==> src/rtl/sac_pkg.sv <==
// shared constants, types and config register indexes for the lfu cache tag store
// no dependencies
package sac_pkg;

	localparam int WAYS        = 4;
	localparam int SETS        = 256;
	localparam int COUNT_W     = 16;
	localparam int ADDR_W      = 64;
	localparam int TAG_W       = 64;
	localparam int SET_W       = 8;
	localparam int WAY_W       = 2;
	localparam int SB_W        = 4;
	localparam int OB_W        = 4;
	localparam int WAYS_CFG_W  = 3;
	localparam int SHIFT_W     = 5;
	localparam int MAX_SET_BITS = 8;
	localparam int TOTAL_W     = 32;
	localparam int CFG_IDX_W   = 2;
	localparam int CFG_DATA_W  = 4;

	localparam logic [CFG_IDX_W-1:0] CFG_SET_BITS    = 2'd0;
	localparam logic [CFG_IDX_W-1:0] CFG_OFFSET_BITS = 2'd1;
	localparam logic [CFG_IDX_W-1:0] CFG_WAYS_IN_USE = 2'd2;

	localparam logic [SB_W-1:0]       SET_BITS_RST = 4'd8;
	localparam logic [OB_W-1:0]       OFFSET_BITS_RST = 4'd6;
	localparam logic [WAYS_CFG_W-1:0] WAYS_RST = 3'd4;

	typedef enum logic [1:0] {
		OUT_HIT   = 2'd0,
		OUT_FILL  = 2'd1,
		OUT_EVICT = 2'd2
	} outcome_t;

	typedef struct packed {
		logic [WAYS-1:0]              valid;
		logic [WAYS-1:0][TAG_W-1:0]   tag;
		logic [WAYS-1:0][COUNT_W-1:0] count;
	} row_t;

	localparam int ROW_W = $bits(row_t);

	typedef struct packed {
		outcome_t         outcome;
		logic [WAY_W-1:0] way;
	} decision_t;

endpackage

==> src/rtl/sac_way_logic.sv <==
// parallel way compare, free-line and lfu victim pick, and updated set row
// depends on sac_pkg
module sac_way_logic (
	input  sac_pkg::row_t             row,
	input  logic [sac_pkg::TAG_W-1:0] tag,
	input  logic [sac_pkg::WAYS-1:0]  used,
	output sac_pkg::decision_t        decision,
	output sac_pkg::row_t             new_row
);
	import sac_pkg::*;

	logic [WAYS-1:0]    hit_vec;
	logic [WAYS-1:0]    free_vec;
	logic [WAY_W-1:0]   hit_way;
	logic [WAY_W-1:0]   free_way;
	logic [WAY_W-1:0]   lfu_way;
	logic [COUNT_W-1:0] best;
	logic [COUNT_W-1:0] old_count;
	logic [WAY_W-1:0]   way;

	always_comb begin
		for (int w = 0; w < WAYS; w++) begin
			hit_vec[w] = used[w] & row.valid[w] & (row.tag[w] == tag);
			free_vec[w] = used[w] & ~row.valid[w];
		end

		hit_way = '0;
		free_way = '0;
		for (int w = WAYS - 1; w >= 0; w--) begin
			if (hit_vec[w]) begin
				hit_way = WAY_W'(w);
			end
			if (free_vec[w]) begin
				free_way = WAY_W'(w);
			end
		end

		// lowest way wins a tie
		best = row.count[0];
		lfu_way = '0;
		for (int w = 1; w < WAYS; w++) begin
			if (used[w] && (row.count[w] < best)) begin
				best = row.count[w];
				lfu_way = WAY_W'(w);
			end
		end

		if (|hit_vec) begin
			decision.outcome = OUT_HIT;
			way = hit_way;
		end else if (|free_vec) begin
			decision.outcome = OUT_FILL;
			way = free_way;
		end else begin
			decision.outcome = OUT_EVICT;
			way = lfu_way;
		end
		decision.way = way;

		old_count = row.count[way];
		new_row = row;
		case (decision.outcome)
			OUT_HIT: begin
				new_row.count[way] = (&old_count) ? old_count : old_count + COUNT_W'(1);
			end
			OUT_FILL: begin
				new_row.valid[way] = 1'b1;
				new_row.tag[way] = tag;
				new_row.count[way] = (&old_count) ? old_count : old_count + COUNT_W'(1);
			end
			OUT_EVICT: begin
				new_row.tag[way] = tag;
				new_row.count[way] = '0;
			end
			default: begin
				new_row = row;
			end
		endcase
	end

endmodule

==> config.mk <==
export PLATFORM = sky130hd
export DESIGN_NAME = sac_way_logic
export DESIGN_NICKNAME = d
export VERILOG_FILES = /design/src/rtl/sac_pkg.sv /design/src/rtl/sac_way_logic.sv
export SDC_FILE = /design/constraint.sdc
export NUM_CORES = 1
export LEC_CHECK = 0
export BUFFER_PORTS_ARGS = -buffer_cell sky130_fd_sc_hd__buf_2
export CAP_MARGIN = 5
export CORE_AREA = 4 4 279 281
export DETAILED_ROUTE_END_ITERATION = 10
export DIE_AREA = 0 0 283 285
export GPL_TIMING_DRIVEN = 0
export PLACE_DENSITY = 0.4
export SLEW_MARGIN = 40
export SYNTH_ARGS = -nofsm -noshare
export SYNTH_HDL_FRONTEND = slang
export SYNTH_SLANG_ARGS = --single-unit
==> constraint.sdc <==
create_clock -name vclk -period 14.2
set_clock_uncertainty 0.15 [all_clocks]
set_input_delay 2.84 -clock vclk [all_inputs]
set_output_delay 2.84 -clock vclk [all_outputs]
set_load 0.005 [all_outputs]
==> reports/metrics.csv, run 1 <==
metric,value,unit
RSZ-0062 raised after global routing,yes,
Power Dens Cells,57.5,nW/um2
Max-cap violations,0,
die span in y,285,um
largest family of logic cells by synthesized area,multiplexers,
placed insts,3143,
gr ovfl total,0,
Worst Tran Pin Value,1.00,ns
I/O Pins,720,
vias in the first global route,15800,
worst path required time,11.21,ns
XOR/XNOR Fraction of Synth Area,14.9,%
Tot Pwr,911,uW
top cell type's share of synthesized area,25.3,%
DRT iter0 DRCs,1206,
Adder-Cell Fraction of Synth Area,5.24,%
Yosys Warn Count,0,
GP Congestion,0.948,
Via density,4.96,
Core Region,75400,um2
Slew Limit Headroom,33.0,%
worst hold path type,in -> out,
Final Hold Viols,0,
"Avg Cell Area, Syn",7.33,um2
Worst EP arrival,10.86,ns
largest net degree at the start of global routing,11,
post-synthesis simple-gate area fraction,28.3,%
VDD IR max,0.0268,mV
total negative slack,0,ns
Detail Route Antenna Nets,0,
CP Class,in -> out,
first-pass GRT wire length,146,mm
Max stage delay on crit path,0.61,ns
startpoint types,primary input,
row count,101,
"Slowest-stage cell, CP",nor4_1,
Total Nets Final,2609,
leakage,7.07,nW
Avg WL per Cell,35.9,um
Final setup viols,0,
post-route DRC violation count,0,
"commonest non-fill, non-tap cell in the layout",buf_2,
final worst slack,0.347,ns
Register Area,0,um2
PortBufs,664,
Mapped Nets,1937,
Peak Freq,72.2,MHz
post-synthesis cell area,11000,um2
Final Slew Violations,0,
status,"complete, no violations",
detailed placement HPWL,98.7,mm
Setup WS pre-CTS,-1.70,ns
FFs & Latches,0,
sequential area share after synthesis,0,%
Vias,15800,
area grow syn2layout,44.3,%
"Period Utilization, post-route",97.6,%
"commonest non-fill, non-tap cells in the layout","buf_2, mux2_2, xor2_1, nand2_1, nor2b_1",
DRT Wirelength,114,mm
Critical Path Sink Type,primary output,
synth unique cells,76,
Mapped Cells,1499,
compound-cell area share of the yosys netlist,15.0,%
Initial Utilization,14.6,%
number of clock buffers in the layout,0,
Final min period,13.85,ns
fin util,21.0,%
initial antenna violation count,66,
layout cell share with drive strength beyond 1,47.9,%
Pre-Repair DR Iteration Count,5,
"top cells by area, synth","mux2_2, xor2_1, ha_1, nor2b_1, xnor2_1",
die area,80700,um2
maximum fanout along the worst path,10,
Non-Filler Instances,3176,
Die Wd,283,um
post-synth top area cell,mux2_2,
total track usage,26.5,%
mux contribution to synthesized area,29.9,%
worst max-delay path: cells and delay by family:
family | cells | cell delay (ns)
muxes | 2 | 0.59
and+or+nand+nor | 8 | 2.05
AOI/OAI and AO/OA | 16 | 3.33
adders and majority gates | 3 | 0.88
buffers and inverters | 7 | 1.13
logic make-up after synthesis:
family	after synthesis
adder cells (fa/ha/maj)	46
XOR/XNOR	186
multiplexers	297
AND/OR/NAND/NOR	547
buffers and inverters	179
AO/OA/AOI/OAI	244
layer usage:
layer	wire, um	vias up	GRT usage (%)
li1	-	6909	-
met1	48100	7752	33.2
met2	54800	904	46.4
met3	7450	173	4.74
met4	3760	14	7.49
met5	98	-	0
report_power, final:
part / internal [mW] / switching (mW)
clock: 0.000000134 / 0
sequential: 0 / 0
combinational: 0.354 / 0.557
total: 0.354 / 0.557
layout make-up:
class / instances / area (um2)
Fill cell: 8815 / 59600
Inverter: 60 / 225
Buffer: 118 / 597
Timing Repair Buffer: 671 / 3390
Tap cell: 978 / 1220
Antenna cell: 29 / 72.6
Multi-Input combinational cell: 1320 / 10300
synthesized netlist by cell type (4+ instances only):
master and count:
a22o_1 12, o31ai_1 23, mux2_2 247, a2111oi_0 22
or4_1 8, o2111ai_1 7, buf_2 26, ha_1 46
xnor2_1 59, nor3b_1 5, nor3_1 20, buf_1 9
nand3_1 26, nor2b_1 92, and3_1 4, a211oi_1 6
nor2_1 50, inv_1 60, mux2i_1 49, nand2b_1 55
xor2_1 126, o21ai_0 83, a21oi_1 41, a31oi_1 7
and4_1 4, o2bb2ai_1 4, o22a_1 4, nand4b_1 7
clkbuf_1 80, nor4_1 80, nand4_1 58, a21o_1 7
nand2_1 112
final timing paths:
check	startpoint	end	slack, ns	cells after the start
setup / recovery	row[11]	new_row[47]	0.35	36
hold / removal	row[289]	new_row[289]	5.85	4
stage by stage:
stage               hold WS [ns]  area, um2
floorplan                   5.58      11000
global placement            5.84      15500
detailed placement          5.84      15600
CTS                         5.84      15700
global route                5.87      15800
finish                      5.85      15900
timing repair:
item | 4_1_cts | 5_1_grt
gates cloned | 0 | 0
pin swaps | 4 | 3
hold buffers | 0 | 0
gates resized for setup | 26 | 10
endpoints found under the setup margin | 325 | 224
buffers inserted | 5 | 0
No activity file was read; power rests on OpenSTA's default activity.
==> inputs of run 2 (changes only) <==
--- a/config.mk
+++ b/config.mk
@@ -7,11 +7,13 @@
 export LEC_CHECK = 0
 export BUFFER_PORTS_ARGS = -buffer_cell sky130_fd_sc_hd__buf_2
 export CAP_MARGIN = 5
-export CORE_AREA = 4 4 279 281
+export CELL_PAD_IN_SITES_DETAIL_PLACEMENT = 1
+export CELL_PAD_IN_SITES_GLOBAL_PLACEMENT = 2
+export CORE_AREA = 4 4 280 282
 export DETAILED_ROUTE_END_ITERATION = 10
-export DIE_AREA = 0 0 283 285
+export DIE_AREA = 0 0 284 286
 export GPL_TIMING_DRIVEN = 0
-export PLACE_DENSITY = 0.4
+export PLACE_DENSITY = 0.64
 export SLEW_MARGIN = 40
 export SYNTH_ARGS = -nofsm -noshare
 export SYNTH_HDL_FRONTEND = slang
==> constraint.sdc (replaced) <==
create_clock -name vclk -period 13.65
set_clock_uncertainty 0.15 [all_clocks]
set_input_delay 2.73 -clock vclk [all_inputs]
set_output_delay 2.73 -clock vclk [all_outputs]
set_load 0.005 [all_outputs]
==> reports/metrics.csv, run 2 (synthesis gave the netlist of run 1 again) <==
metric,value,unit
CP Launch Point,row[14],
Via density,5.09,
Pre-Repair DR Iteration Count,5,
die span in y,286,um
post-route DRC violation count,0,
first-pass GRT wire length,152,mm
die area,81200,um2
status,"complete, no violations",
crit path to,new_row[314],
Max Used Layer,met5,
worst path required time,10.77,ns
PortBufs,664,
Slew Limit Headroom,38.8,%
number of clock buffers in the layout,0,
CP Class,in -> out,
row count,101,
Max-cap violations,0,
DRT iter0 DRCs,1238,
Critical Path Sink Type,primary output,
I/O Pins,720,
Max stage delay on crit path,0.38,ns
startpoint types,primary input,
Vias,16200,
"commonest non-fill, non-tap cells in the layout","buf_2, mux2_2, xor2_1, nand2_1, nor2b_1",
DRT Wirelength,116,mm
maximum fanout along the worst path,10,
hold buffers post-CTS,0,
gr ovfl total,0,
Register Area,0,um2
"commonest non-fill, non-tap cell in the layout",buf_2,
M1 WL,50.9,mm
Total Nets Final,2620,
Final Hold Viols,0,
placed insts,3142,
DR WL met3,7.16,mm
"Period Utilization, post-route",98.9,%
vias in the first global route,17200,
Fillers,9380,
fin util,21.4,%
Non-Filler Instances,3178,
Final min period,13.50,ns
FFs & Latches,0,
Core Region,75700,um2
total track usage,26.7,%
largest net degree at the start of global routing,11,
"Slowest-stage cell, CP",o21ai_0,
Avg WL per Cell,36.6,um
worst hold path type,in -> out,
Worst Tran Pin Value,0.918,ns
WL met2,54.1,mm
Die Wd,284,um
Final setup viols,0,
layout cell share with drive strength beyond 1,49.7,%
Initial Utilization,14.5,%
Worst EP arrival,10.62,ns
detailed placement HPWL,100,mm
initial antenna violation count,34,
Final Slew Violations,0,
Peak Freq,74.1,MHz
GP Congestion,0.960,
Detail Route Antenna Nets,0,
area grow syn2layout,47.2,%
## run 2: changes by cell type in the layout (fill, tap and decap cells not counted), sizes merged
cell and change:
diode -9, buf +14, clkbuf -3
## run 2: critical path: cells and delay by family
family | cells | cell delay (ns)
AOI/OAI and AO/OA | 14 | 2.94
adders and majority gates | 3 | 0.88
buffers and inverters | 10 | 2.16
muxes | 1 | 0.28
and+or+nand+nor | 8 | 1.59
## run 2: final cells by class
| type | count | area [um2] | area share [%] |
|---|---|---|---|
| plain buffers | 118 | 646 | 3.99 |
| multi-input cells | 1320 | 10500 | 65.2 |
| diodes | 20 | 50.0 | 0.309 |
| well taps | 978 | 1220 | 7.57 |
| inverters | 60 | 228 | 1.41 |
| repair buffers | 682 | 3490 | 21.6 |
## run 2: how the worst min path moves through the flow
| stage | endpoint | depth (start not counted) | startpoint |
|---|---|---|---|
| after floorplan | new_row[22] | 1 | row[22] |
| after detailed placement | new_row[320] | 4 | row[320] |
| after CTS | new_row[320] | 4 | row[320] |
| final | new_row[320] | 4 | row[320] |
| after global routing | new_row[320] | 4 | row[320] |
| after global placement | new_row[320] | 4 | row[320] |
## run 2: repair_timing
item | 4_1_cts | 5_1_grt
gates resized for setup | 55 | 36
pin swaps | 10 | 16
buffers inserted | 7 | 9
setup endpoints to repair | 326 | 299
cloned | 0 | 1
## run 2: metrics by stage
| stage | setup slack (ns) | TNS, ns | area (um2) | hold WS [ns] |
|---|---|---|---|---|
| CTS | -0.00224 | -0.00224 | 15900 | 5.63 |
| global placement | -2.38 | -613.28 | 15500 | 5.63 |
| finish | 0.150 | 0 | 16200 | 5.62 |
| detailed placement | -2.59 | -649.74 | 15600 | 5.63 |
| floorplan | 0.652 | 0 | 11000 | 5.36 |
| global route | -0.0428 | -0.173 | 16100 | 5.65 |
## run 2: per-layer routing
layer	up-vias	track usage, %
met4	10	8.58
met5	-	0
met2	871	45.0
met3	173	4.26
met1	8215	34.9
li1	6911	-
==> inputs of run 3 (changes only) <==
--- a/config.mk
+++ b/config.mk
@@ -5,7 +5,7 @@
 export SDC_FILE = /design/constraint.sdc
 export NUM_CORES = 1
 export LEC_CHECK = 0
-export BUFFER_PORTS_ARGS = -buffer_cell sky130_fd_sc_hd__buf_2
+export BUFFER_PORTS_ARGS = -buffer_cell sky130_fd_sc_hd__buf_4
 export CAP_MARGIN = 5
 export CELL_PAD_IN_SITES_DETAIL_PLACEMENT = 1
 export CELL_PAD_IN_SITES_GLOBAL_PLACEMENT = 2
==> constraint.sdc (replaced) <==
create_clock -name vclk -period 13.65
set_clock_uncertainty 0.15 [all_clocks]
set_input_delay 2.0475 -clock vclk [all_inputs]
set_output_delay 2.0475 -clock vclk [all_outputs]
set_load 0.005 [all_outputs]
==> reports/metrics.csv, run 3 (synthesis gave the netlist of run 1 again) <==
metric,value,unit
status,"complete, no violations",
GP Congestion,0.954,
gr ovfl total,0,
post-route cell area,17500,um2
"Slowest-stage cell, CP",clkbuf_1,
initial antenna violation count,28,
placed instance area,17300,um2
Sw Share,56.9,%
Fillers,9279,
"Period Utilization, post-route",95.6,%
Via density,5.06,
vias in the first global route,17000,
Critical Path Sink Type,primary output,
Pint,462,uW
row count,101,
die area,81200,um2
CP Class,in -> out,
PortBufs,664,
Initial Utilization,14.5,%
Final setup viols,0,
placed insts,3143,
Worst Tran Pin Value,0.932,ns
Final min period,13.05,ns
startpoint types,primary input,
first-pass GRT wire length,152,mm
Final Slew Violations,0,
maximum fanout along the worst path,10,
Tot Pwr,1.07,mW
area grow syn2layout,59.1,%
number of clock buffers in the layout,0,
worst path required time,11.45,ns
Detail Route Antenna Nets,0,
Max-cap violations,0,
"commonest non-fill, non-tap cells in the layout","buf_4, mux2_2, xor2_1, nand2_1, nor2b_1",
Register Area,0,um2
Core Region,75700,um2
worst hold path type,in -> out,
I/O Pins,720,
Max stage delay on crit path,0.49,ns
FFs & Latches,0,
combinational share of power,100.0,%
total track usage,26.9,%
Pre-Repair DR Iteration Count,5,
"commonest non-fill, non-tap cell in the layout",buf_4,
VDD IR max,0.0206,mV
detailed placement HPWL,101,mm
Slew Limit Headroom,37.9,%
Worst EP arrival,10.85,ns
Final Hold Viols,0,
Total Nets Final,2612,
Vias,16000,
Avg WL per Cell,36.9,um
leakage,7.67,nW
Non-Filler Instances,3160,
Peak Freq,76.6,MHz
Power Dens Cells,61.4,nW/um2
register share of total power,0,%
die span in y,286,um
RSZ-0062 raised after global routing,no,
largest net degree at the start of global routing,11,
Clk network pwr share,0,%
post-route DRC violation count,0,
layout cell share with drive strength beyond 1,48.3,%
switching power,611,uW
Die Wd,284,um
DRT iter0 DRCs,1156,
DRT Wirelength,117,mm
## run 3: cell count changes in the layout (fill, tap and decap cells not counted), moves of 4 or more
cell,before,now
buf_2,688,31
diode_2,20,10
o21ai_0,78,82
ha_1,41,46
buf_4,23,673
clkbuf_1,20,24
mux2i_1,45,49
ha_4,5,0
## run 3: layout make-up
cell class	instances	area, um2	share of cell area (%)
plain buffers	119	587	3.36
inverters	60	225	1.29
multi-input cells	1320	10300	59.2
repair buffers	673	5070	29.0
well taps	978	1220	7.00
diodes	10	25.0	0.143
## run 3: what timing repair did
| item | in CTS | in global routing |
|---|---|---|
| hold buffers | 0 | 0 |
| gates cloned | 0 | 0 |
| setup endpoints to repair | 306 | 305 |
| pin swaps | 0 | 3 |
| resized for setup | 13 | 14 |
| buffers inserted | 0 | 7 |
## run 3: routing by layer
layer / vias to the layer above / GRT usage [%] / share of wire, %
met1: 8038 / 34.9 / 43
met3: 203 / 4.44 / 6.5
met2: 879 / 46.0 / 47
li1: 6871 / - / -
met5: - / 0 / 0.065
met4: 12 / 7.69 / 3.7
## run 3: path summary, 6_finish.rpt
| path | start | endpoint | slack, ns | depth (start not counted) |
|---|---|---|---|---|
| worst max-delay path | row[11] | new_row[299] | 0.60 | 36 |
| worst min-delay path | row[9] | new_row[9] | 4.25 | 3 |
## run 3: per-stage QoR
step | utilization [%] | TNS (ns) | worst slack, ns | hold WS (ns)
after CTS | 22.9 | 0 | 0.00484 | 4.25
after global routing | 23.1 | 0 | 0.0809 | 4.26
final | 23.1 | 0 | 0.599 | 4.25
after floorplan | - | 0 | 2.02 | 4.00
after global placement | 22.7 | -173.52 | -1.06 | 4.25
after detailed placement | 22.9 | -169.33 | -1.12 | 4.25
## run 3: power by group through the flow
stage	Combinational (mW)	Clock, mW	Sequential, mW
2_1_floorplan	0.459	0	0
3_3_place_gp	1.05	0	0
3_5_place_dp	1.06	0	0
4_1_cts	1.06	0	0
5_1_grt	1.13	0.0000000693	0
6_report	1.07	0.0000000388	0
## run 3: critical path, delay by kind of cell
family / cells / cell delay, ns
multiplexers: 1 / 0.35
AND/OR/NAND/NOR: 8 / 1.81
AO/OA/AOI/OAI: 14 / 3.19
buffers and inverters: 10 / 2.58
adder cells (fa/ha/maj): 3 / 0.84
