`config.mk`:
```
export PLATFORM = sky130hd
export DESIGN_NAME = sac_decode
export DESIGN_NICKNAME = d
export VERILOG_FILES = /design/src/rtl/sac_pkg.sv /design/src/rtl/sac_decode.sv
export SDC_FILE = /design/constraint.sdc
export NUM_CORES = 1
export LEC_CHECK = 0
export BUFFER_PORTS_ARGS = -buffer_cell sky130_fd_sc_hd__buf_2
export CORE_MARGIN = 2
export CORE_UTILIZATION = 30
export DETAILED_ROUTE_END_ITERATION = 12
export GPL_TIMING_DRIVEN = 0
export PLACE_DENSITY_LB_ADDON = 0.15
export SLEW_MARGIN = 5
export SYNTH_ARGS = -nofsm -noshare
export SYNTH_HDL_FRONTEND = slang
export SYNTH_SLANG_ARGS = --single-unit
```
`constraint.sdc`:
```
create_clock -name vclk -period 3.8
set_input_delay 0.76 -clock vclk [all_inputs]
set_output_delay 0.76 -clock vclk [all_outputs]
set_load 0.01 [all_outputs]
```
`src/rtl/sac_pkg.sv`:
```
// shared constants, types and config register indexes for the lfu cache tag store
// no dependencies
package sac_pkg;

	localparam int WAYS        = 4;
	localparam int SETS        = 256;
	localparam int COUNT_W     = 16;
	localparam int ADDR_W      = 64;
	localparam int TAG_W       = 64;
	localparam int SET_W       = 8;
	localparam int WAY_W       = 2;
	localparam int SB_W        = 4;
	localparam int OB_W        = 4;
	localparam int WAYS_CFG_W  = 3;
	localparam int SHIFT_W     = 5;
	localparam int MAX_SET_BITS = 8;
	localparam int TOTAL_W     = 32;
	localparam int CFG_IDX_W   = 2;
	localparam int CFG_DATA_W  = 4;

	localparam logic [CFG_IDX_W-1:0] CFG_SET_BITS    = 2'd0;
	localparam logic [CFG_IDX_W-1:0] CFG_OFFSET_BITS = 2'd1;
	localparam logic [CFG_IDX_W-1:0] CFG_WAYS_IN_USE = 2'd2;

	localparam logic [SB_W-1:0]       SET_BITS_RST = 4'd8;
	localparam logic [OB_W-1:0]       OFFSET_BITS_RST = 4'd6;
	localparam logic [WAYS_CFG_W-1:0] WAYS_RST = 3'd4;

	typedef enum logic [1:0] {
		OUT_HIT   = 2'd0,
		OUT_FILL  = 2'd1,
		OUT_EVICT = 2'd2
	} outcome_t;

	typedef struct packed {
		logic [WAYS-1:0]              valid;
		logic [WAYS-1:0][TAG_W-1:0]   tag;
		logic [WAYS-1:0][COUNT_W-1:0] count;
	} row_t;

	localparam int ROW_W = $bits(row_t);

	typedef struct packed {
		outcome_t         outcome;
		logic [WAY_W-1:0] way;
	} decision_t;

endpackage

```
`src/rtl/sac_decode.sv`:
```
// address split into tag and set index, and way-in-use mask from the config registers
// depends on sac_pkg
module sac_decode (
	input  logic [sac_pkg::ADDR_W-1:0]     address,
	input  logic [sac_pkg::SB_W-1:0]       set_bits,
	input  logic [sac_pkg::OB_W-1:0]       offset_bits,
	input  logic [sac_pkg::WAYS_CFG_W-1:0] ways_in_use,
	output logic [sac_pkg::TAG_W-1:0]      tag,
	output logic [sac_pkg::SET_W-1:0]      set_index,
	output logic [sac_pkg::WAYS-1:0]       used
);
	import sac_pkg::*;

	logic [SB_W-1:0]       sb;
	logic [SHIFT_W-1:0]    shift;
	logic [SET_W-1:0]      raw_set;
	logic [SET_W-1:0]      set_mask;
	logic [WAYS_CFG_W-1:0] ways;

	always_comb begin
		sb = (set_bits > SB_W'(MAX_SET_BITS)) ? SB_W'(MAX_SET_BITS) : set_bits;
		shift = SHIFT_W'(sb) + SHIFT_W'(offset_bits);
		tag = TAG_W'(address >> shift);
		raw_set = SET_W'(address >> offset_bits);
		set_mask = SET_W'(((SET_W+1)'(1) << sb) - (SET_W+1)'(1));
		set_index = raw_set & set_mask;
		if (ways_in_use == '0) begin
			ways = WAYS_CFG_W'(1);
		end else if (ways_in_use > WAYS_CFG_W'(WAYS)) begin
			ways = WAYS_CFG_W'(WAYS);
		end else begin
			ways = ways_in_use;
		end
		for (int w = 0; w < WAYS; w++) begin
			used[w] = (WAYS_CFG_W'(w) < ways);
		end
	end

endmodule

```
==> results by stage, run 1 <==
Logic synthesis:
- In the synthesized netlist, the number of instances is 539.
- The number of different library cells in the post-synthesis netlist is 52.
- The share of the Yosys chip area taken by registers is 0.
- The synthesized area divided by synthesized cell count is 8.46 um^2.
- The area of the mapped netlist is 0.00456 mm^2.
- The synthesized net count is 620.
- During synthesis, Yosys emitted a total of 0 warnings.

Routing:
- The detail route stage leaves a number of antenna-violating nets equal to 0.
- In the final routed layout, each cell accounts on average for 23.7 um.
- Before antenna repair, the detailed router went through 5 iterations.
- The via count is 5,418.
- After detailed routing, the number of remaining DRC violations is 0.
- The number of violations reported at the end of detailed-routing iteration 0 is 543.
- The ratio of routed vias to standard cells is 5.99.
- The routed design has 21,400 um of wire.

Die:
- The region available for standard cell placement spans 0.0150 mm^2.
- For this configuration, the core starts out at a cell density of 0.303.
- For this design the top-level I/O count stands at 151.
- The area of the die is 0.0162 mm^2.
- The vertical die dimension is 127 um.
- The x dimension of the die is 127 um.
- The number of core rows is 45.

Worst setup path:
- The category of the critical setup timing path is primary input to output port.
- At the worst endpoint, the required time is 3.04 ns.
- The worst setup path is captured at an output port.
- The worst setup path is launched from a primary input.
- At the worst endpoint, the arrival time is 3.27 ns.
- The largest driver fanout on the critical path is 6.

Layout:
- In the layout the commonest cells are buf_2 (154), mux2i_1 (78), nand2_1 (56).
- The total area of sequential cells is 0 um^2.
- Of the cells placed in the final design, the portion with a size suffix greater than 1 is 0.637.
- The layout has 0 clock buffers.
- The post-synthesis to final-layout area growth is 53.3%.
- 0 antenna diodes ended up in the layout.
- Summing all non-filler instances in the final layout gives an area of 0.00699 mm^2.
- The layout sequential cell count is 0.
- The final non-filler cell total is 905.
- The commonest non-fill, non-tap cell in the layout is buf_2.
- For this run, the post-layout net count is 800.

Global routing:
- In the global route stage, overall resource usage came out at 0.254.
- The maximum number of pins on one net before global-route repair is 13.
- The global-route wire length before repair is 32,100 um.
- The via count of the first global-routing pass was 5,254.
- The total global routing overflow is 0.
- The initial antenna violation count is 0.

Min path:
- The type of the most critical hold path is primary input to output port.

Timing:
- The maximum achievable frequency is 0.248 GHz.
- Subtracting the final worst setup slack from the clock period gives 4.03 ns.
- At the pin with the least slew margin, the transition time is 0.631 ns.
- The minimum setup slack in the final design is -0.230 ns.
- The count of final hold-check violations came to 0.
- The number of setup violations in the final report is 48.
- The worst max-slew margin expressed relative to the limit is 0.579.
- The final-report max-slew violation count is 0.
- Setup repair after global routing could not meet its margin everywhere.
- The share of the clock period used by the worst path after layout is 1.06.

Power and ir drop:
- The largest voltage drop on the vdd net is 0.000125 V.
- The power density over the cells is 355 mW/mm^2.
- The leakage power is 2.99 nW.

Placed design:
- In this run the tool buffered the top-level ports with 150 buffer cells.
- The half-perimeter wire length after placement is 17,000 um.
- The number of placed cells counting well taps is 877.
- Routability-driven placement finished with a final weighted congestion of 0.970.
- Once placement finished, the instance area stood at 0.00559 mm^2.

Outcome:
- The final reports fail on negative setup slack.
- The run finished, with violations left.

Clock tree:
- For this design, the CTS-stage hold fixing added 0 buffers.

Run:
- The reported max-cap violation count is 0.
==> critical path: stages <==
cell      delay (ns)
buf_8           0.10
nor2b_4         0.12
ha_4            0.16
fa_2            0.39
xor2_4          0.17
buf_12          0.14
buf_8           0.13
mux4_2          0.57
or2_1           0.26
o211ai_1        0.08
a21bo_2         0.25
buf_6           0.12
==> per-stage QoR <==
step | setup TNS, ns | setup slack [ns] | hold slack, ns | power [W] | utilization
2_1_floorplan | 0 | 0.00371 | 1.62 | 0.00118 | -
3_3_place_gp | -39.63 | -0.850 | 1.80 | 0.00185 | 0.372
3_5_place_dp | -39.20 | -0.860 | 1.80 | 0.00185 | 0.372
4_1_cts | -4.12 | -0.191 | 1.80 | 0.00234 | 0.449
5_1_grt | -6.95 | -0.284 | 1.82 | 0.00261 | 0.465
6_report | -3.46 | -0.230 | 1.80 | 0.00248 | 0.465
==> what timing repair did <==
action                     CTS  global route
setup endpoints to repair   64            61
pin swaps                   46            11
buffers inserted            25             5
gates resized for setup    244            65
gates cloned                 2             1
==> Yosys cell counts (3+ instances only) <==
cell	instances	area, um^2
clkbuf_1	24	90.1
mux2i_1	128	1280
a221oi_1	5	43.8
inv_1	4	15.0
o21ai_0	36	180
nand2_1	70	263
buf_6	7	78.8
and3_1	6	37.5
o21ai_1	6	30.0
a211oi_1	6	45.0
nor2_1	26	97.6
buf_4	7	52.6
mux4_2	37	833
a21o_1	6	45.0
o211ai_1	11	82.6
a221oi_2	3	45.0
and2_1	3	18.8
nor2b_1	4	25.0
a31oi_1	3	18.8
o22ai_1	4	25.0
nor3_1	10	50.1
buf_2	12	60.1
mux2_2	51	574
buf_1	4	15.0
a21oi_1	16	80.1
ha_1	5	62.6
nand3_1	12	60.1
==> final cells by class <==
cell class	count	area, um^2
buffer	54	552
fill	1495	8050
inverter	6	30.0
multi-input combinational	477	5040
tap	188	235
timing repair buffer	180	1130
==> cell families after synthesis <==
kind of cell    count (synthesis)  share of synthesized area
mux                           218                      0.601
buf+inv                        62                     0.0766
simple gates                  138                      0.131
other cells                     1                   0.000822
fa+ha+maj                       6                     0.0181
xor+xnor                        5                     0.0137
compound gates                109                      0.158
==> routing by layer <==
metal	routed length, um	up-vias	share of wire	GRT usage
li1	-	2439	-	-
met5	0	-	0	0
met2	10100	244	0.47	0.420
met3	1560	10	0.073	0.0302
met1	9690	2725	0.45	0.370
met4	126	0	0.0059	0.0239
==> power by group <==
group | internal, W | switching (W)
clock | 0 | 0
combinational | 0.00114 | 0.00134
sequential | 0 | 0
total | 0.00114 | 0.00134
==> worst paths after layout <==
path / cells past startpoint / endpoint / slack, ns / start
worst min-delay path: 3 / used[2] / 1.80 / ways_in_use[0]
worst max-delay path: 12 / tag[39] / -0.23 / set_bits[0]
Power figures use the tool's default switching activity.
==> run 2: changes to the inputs <==
CORE_UTILIZATION = 49   (was 30)
==> run 2 against run 1 <==
Against the previous run:
- the run still ends with negative setup slack left
- hold slack got worse by 0.0027 ns
- power fell by 2.5%
- wire length fell by 5.2%
- design area fell by 3.0%
- first-iteration DRC count fell by 18%
- die area fell by 38%
- via count rose by 3.1%
- critical path depth did not move
- non-clock buffer count fell by 2
- critical endpoint unchanged
- setup slack improved by 0.0017 ns
- fmax barely moved
- combinational power fell by 2%
==> results by stage, run 2 (synthesized netlist as in run 1, its figures left out) <==
Outcome:
- The run finished, with violations left.
- The checks that failed: negative setup slack.

Power and ir drop:
- The power density over the cells is 357 mW/mm^2 (+0.48%).
- The total power draw came to 0.00242 W (-2.5%).
- The leakage power is 2.98 nW (-0.14%).
- The largest voltage drop on the vdd net is 0.000239 V (+91%).

Worst setup path:
- The worst setup path is launched from a primary input.
- The largest incremental delay on the critical path is 0.56 ns (about the same).
- The required arrival time at the worst endpoint is 3.04 ns (about the same).
- The worst setup path is captured at an output port.
- The count of buffer and inverter cells on the critical path was 4 (unchanged).
- For this design, the slowest cell found on the critical path is mux4_2.
- The largest driver fanout on the critical path is 7 (+1).
- Broken down by cell family, the worst path's largest delay share belongs to adder cells.
- The most numerous cell on the critical path is buf_12.
- Traced cell by cell, the critical path runs through buf_8 -> nor2b_4 -> ha_4 -> fa_2 -> xor2_4 -> buf_12 -> buf_12 -> mux4_2 -> or2_1 -> o211ai_1 -> a21bo_2 -> buf_6.
- The category of the critical setup timing path is primary input to output port.
- The data arrival time of the worst path came to 3.27 ns (about the same).

Layout:
- The total area of sequential cells is 0 um^2 (unchanged).
- The share of the core filled with cells is 0.741 (+0.276).
- The number of inserted diodes is 0 (unchanged).
- In the layout the commonest cells are buf_2 (154), mux2i_1 (89), nand2_1 (60).
- The layout net count is 798 (-0.25%).
- The ratio of cells with drive above 1 in the final layout is 0.592 (-0.0458).
- The number of clock-tree buffers in the layout is 0 (unchanged).
- The number of inserted filler cells in the final layout came to 674 (-55%).
- The layout sequential cell count was 0 (unchanged).
- Relative to the synthesized area, the layout overhead comes to 48.7%.
- Leaving out fill and tap cells, the most frequent cell in the layout is buf_2.

Global routing:
- The maximum number of pins on one net before global-route repair was 13 (unchanged).
- The via count of the first global-routing pass was 5,070 (-3.5%).
- The initial antenna violation count is 0 (unchanged).
- The global-route wire length before repair was 29,500 um (-8.1%).
- The global-route usage over all layers is 0.378 (+0.124).
- The total global routing overflow was 0 (unchanged).

Die:
- The total I/O pin count is 151 (unchanged).
- The area of the die is 0.0101 mm^2 (-38%).
- The core box area is 0.00915 mm^2 (-39%).
- The starting density of the core is 0.498 (+0.195).
- The number of core rows is 35 (-22%).
- The vertical die dimension is 100 um (-21%).
- The x dimension of the die is 100 um (-21%).

Routing:
- The routed wirelength normalized by instance count was 24.6 um (+3.8%).
- The DRC violation count after routing is 0 (unchanged).
- The via count is 5,588 (+3.1%).
- The ratio of routed vias to standard cells was 6.77 (+13%).
- The number of violations reported at the end of detailed-routing iteration 0 is 446 (-18%).
- The final wirelength came to 20,300 um (-5.2%).
- The count of nets left with antenna violations after detail routing was 0 (unchanged).
- The detailed-routing iteration count for the pre-antenna-repair pass is 5 (unchanged).

Timing:
- The worst max-slew margin expressed relative to the limit was 0.609 (+0.0295).
- The transition time at the pin with the least slew margin is 0.587 ns (-0.0443 ns).
- The worst-case hold slack is 1.80 ns (-0.00270 ns).
- The maximum achievable frequency came to 0.248 GHz (about the same).
- The share of the clock period used by the worst path after layout is 1.06 (about the same).
- The total negative setup slack is -4.37 ns (-0.917 ns).
- The final-report max-slew violation count came to 0 (unchanged).
- The number of setup violations in the final report is 49 (+2.1%).
- The minimum setup slack in the final design is -0.228 ns (+0.00173 ns).
- Setup repair after global routing could not meet its margin everywhere.
- The count of final hold-check violations is 0 (unchanged).
- The time the worst path needs with I/O delays and setup is 4.03 ns (-0.00173 ns).

Placed design:
- The final weighted congestion in routability-driven placement is 0.981 (+1.2%).
- The half-perimeter wire length after placement is 15,200 um (-11%).
- The count of input and output buffers is 150 (unchanged).

Min path:
- The type of the most critical hold path is primary input to output port.
- The count of cells along the worst hold path is 3 (unchanged).
- The worst hold endpoint is used[2].
- The hold path startpoint is ways_in_use[0].

Run:
- The reported max-cap violation count came to 0 (unchanged).

Clock tree:
- The number of buffers inserted by hold repair at cts is 0 (unchanged).
-- run 2: timing repair --
action,CTS,global route
gates resized for setup,192,77
setup endpoints to repair,64,59
cloned,3,1
buffers inserted,15,10
pin swaps,22,28
-- run 2: how the worst max path moves through the flow --
stage	from	endpoint	slack (ns)	cells past startpoint
2_1_floorplan	set_bits[3]	tag[39]	0.004	9
3_3_place_gp	set_bits[3]	tag[14]	-0.76	13
3_5_place_dp	set_bits[3]	tag[14]	-0.78	13
5_1_grt	set_bits[0]	tag[39]	-0.28	12
6_report	set_bits[0]	tag[39]	-0.23	12
4_1_cts	set_bits[0]	tag[39]	-0.19	12
-- run 2: power breakdown --
| part | internal [W] | switching (W) | leakage [nW] | total, W |
|---|---|---|---|---|
| combinational | 0.00110 | 0.00132 | 2.98 | 0.00242 |
| clock | 0 | 0 | 0 | 0 |
| sequential | 0 | 0 | 0 | 0 |
| total | 0.00110 | 0.00132 | 2.98 | 0.00242 |
-- run 2: stage by stage --
stage | setup slack (ns) | instances | cell area, um^2
after CTS | -0.195 | 817 | 6420
final | -0.228 | 826 | 6780
after global routing | -0.285 | 826 | 6780
after floorplan | 0.00371 | 539 | 4600
after detailed placement | -0.783 | 800 | 5490
after global placement | -0.759 | 800 | 5490
-- run 2: routing by layer --
layer	GRT usage	share of wire
met2	0.592	0.45
met4	0.0453	0.025
met1	0.567	0.41
met5	0	0
met3	0.0589	0.11
-- run 2: layout make-up --
cell class	count	area [um^2]	area share
plain buffers	55	558	0.0823
well taps	111	139	0.0205
inverters	6	30.0	0.00443
repair buffers	177	1090	0.160
multi-input cells	477	4970	0.733
==> run 3: changes to the inputs <==
SKIP_LAST_GASP = 1   (was not set)
==> run 3 against run 2 <==
Against the previous run:
- the flow still finishes with violations (negative setup slack)
- clock-buffer cell count unchanged
- setup slack got worse by 0.0053 ns
- sequential share of layout area unchanged
- first-iteration DRC count increased by 16%
- global-route usage increased by 0.068 points
- critical path depth unchanged
- fmax decreased by 0.13%
- via count decreased by 0.54%
- power decreased by 1.6%
==> results by stage, run 3 (synthesized netlist as in run 1, its figures left out) <==
Layout:
- The number of inserted diodes is 0 (unchanged).
- The number of clock-tree buffers in the layout was 0 (unchanged).
- Leaving out fill and tap cells, the most frequent cell in the layout is buf_2.
- The ratio of cells with drive above 1 in the final layout is 0.580 (-0.0112).
- The layout net count is 798 (unchanged).
- The number of inserted filler cells in the final layout is 679 (+0.74%).
- The post-route standard cell area excluding fillers is 0.00670 mm^2 (-1.1%).
- The top cell types in the final layout, fill and taps aside, are buf_2 (154), mux2i_1 (85), nand2_1 (65).
- The total area of sequential cells came to 0 um^2 (unchanged).
- The post-synthesis to final-layout area growth is 47.0%.
- The layout sequential cell count is 0 (unchanged).

Timing:
- The number of setup violations in the final report is 54 (+10%).
- The worst max-slew margin expressed relative to the limit is 0.619 (+0.0104).
- The transition time at the pin with the least slew margin is 0.555 ns (-0.0315 ns).
- The share of the clock period used by the worst path after layout is 1.06 (+0.00141).
- The worst-case hold slack is 1.80 ns (-0.0000800 ns).
- The minimum setup slack in the final design is -0.233 ns (-0.00535 ns).
- The time the worst path needs with I/O delays and setup was 4.03 ns (+0.00535 ns).
- Setup repair after global routing could not meet its margin everywhere.
- The final-report max-slew violation count came to 0 (unchanged).
- The count of final hold-check violations is 0 (unchanged).
- The maximum achievable frequency came to 0.248 GHz (-0.13%).

Placed design:
- The half-perimeter wire length after placement is 15,200 um (unchanged).
- The count of input and output buffers is 150 (unchanged).
- The final weighted congestion in routability-driven placement came to 0.981 (unchanged).
- The setup slack at placement is -0.783 ns (unchanged).
- The cell area after placement is 0.00549 mm^2 (unchanged).

Routing:
- The count of nets left with antenna violations after detail routing is 0 (unchanged).
- The DRC violation count after routing is 0 (unchanged).
- The ratio of routed vias to standard cells is 6.73 (-0.54%).
- The detailed-routing iteration count for the pre-antenna-repair pass was 4 (-1).
- The number of violations reported at the end of detailed-routing iteration 0 is 516 (+16%).
- The via count is 5,558 (-0.54%).
- The final wirelength was 20,200 um (-0.41%).
- The routed wirelength normalized by instance count is 24.5 um (-0.41%).

Global routing:
- The maximum number of pins on one net before global-route repair is 13 (unchanged).
- The met2 global-route usage is 0.595 (+0.00310).
- The initial antenna violation count is 0 (unchanged).
- The met3 usage in global routing is 0.0735 (+0.0146).
- The via count of the first global-routing pass is 5,103 (+0.65%).
- The global routing stage identified its most utilized layer as met2.
- The total global routing overflow is 0 (unchanged).
- The global-route wire length before repair is 29,500 um (about the same).
- The global-route usage over all layers is 0.378 (+0.000678).
- The met1 demand-to-capacity share in global routing is 0.558 (-0.00940).

Die:
- The starting density of the core is 0.498 (unchanged).
- The total I/O pin count is 151 (unchanged).
- The x dimension of the die is 100 um (unchanged).
- The core box area is 0.00915 mm^2 (unchanged).
- The vertical die dimension was 100 um (unchanged).
- The area of the die is 0.0101 mm^2 (unchanged).
- The number of core rows came to 35 (unchanged).

Power and ir drop:
- The largest voltage drop on the vdd net was 0.000213 V (-11%).
- The leakage power was 2.96 nW (-0.76%).
- The proportion of power drawn by flip-flops and latches is 0 (unchanged).
- The switching component of the power is 0.00129 W (-1.7%).
- The power density over the cells is 355 mW/mm^2 (-0.47%).
- The internal power summed over all cells came to 0.00109 W (-1.5%).
- The clock network fraction of design power is 0 (unchanged).
- The fraction of power spent switching nets was 0.543 (-0.000615).
- The combinational cell fraction of total power is 1.000 (about the same).

Worst setup path:
- The cell with the largest stage delay on the worst path is mux2i_1.
- The largest incremental delay on the critical path came to 0.44 ns (-0.12 ns).
- Among the stages of the critical path, the cell type that occurs most often is mux2i_1.
- The type of element launching the critical path is a primary input.
- The required arrival time at the worst endpoint is 3.04 ns (about the same).
- The count of buffer and inverter cells on the critical path was 5 (+1).
- The largest driver fanout on the critical path is 10 (+3).
- The type of element capturing the critical path is an output port.
- Walking the worst path, the cells encountered are buf_8 -> nor2b_4 -> ha_2 -> buf_6 -> buf_12 -> buf_12 -> mux2_2 -> mux2i_1 -> mux2i_4 -> mux2i_1 -> mux2i_1 -> buf_2.
- Among cell families on the critical path, the largest total delay comes from multiplexers.
- The data arrival time of the worst path was 3.27 ns (about the same).
- By startpoint and endpoint, the worst setup path is classified as primary input to output port.

Outcome:
- The checks that failed: negative setup slack.
- The flow ran to the end, but the final reports show violations.

Min path:
- The path class of the tightest hold or removal check is primary input to output port.

Run:
- The reported max-cap violation count is 0 (unchanged).
run 3: cell count changes in the layout (fill, tap and decap cells not counted), moves of 4 or more:
cell     delta
nand2_2     -5
mux2i_1     -4
a21oi_1     +6
buf_6       +4
o21ai_1     -4
nand2_1     +5
mux2i_2     +6
a21oi_2     -6
run 3: through the flow:
step                      total power, W  std cells  TNS (ns)  utilization
after floorplan                  0.00118        539         0            -
after global placement           0.00179        800    -35.07        0.600
after detailed placement         0.00180        800    -35.35        0.600
after CTS                        0.00216        817     -3.57        0.696
after global routing             0.00249        826     -9.80        0.732
final                            0.00238        826     -5.96        0.732
run 3: area by class of cell:
class                           instances  area [um^2]  area share
Timing Repair Buffer                  178         1100       0.164
Inverter                                6         30.0     0.00448
Buffer                                 54          534      0.0797
Tap cell                              111          139      0.0207
Multi-Input combinational cell        477         4900       0.731
run 3: final timing paths:
check	cells after the start	to	startpoint	slack, ns
worst min-delay path	3	used[2]	ways_in_use[0]	1.80
worst max-delay path	12	tag[9]	set_bits[0]	-0.23
run 3: timing repair:
item	in CTS	in global routing
pin swaps	20	19
buffers inserted	15	11
hold buffers	0	0
setup endpoints to repair	64	59
cloned	3	1
gates resized for setup	175	76
run 3: per-layer routing:
metal / vias to the layer above / share of wire
li1: 2432 / -
met1: 2724 / 0.42
met2: 371 / 0.46
met3: 31 / 0.11
met4: 0 / 0.014
met5: - / 0
run 3: power groups by stage:
| stage | registers [W] | logic, W | clock network, W |
|---|---|---|---|
| floorplan | 0 | 0.00118 | 0 |
| global placement | 0 | 0.00179 | 0 |
| detailed placement | 0 | 0.00180 | 0 |
| CTS | 0 | 0.00216 | 0 |
| global route | 0 | 0.00249 | 0 |
| finish | 0 | 0.00238 | 0 |
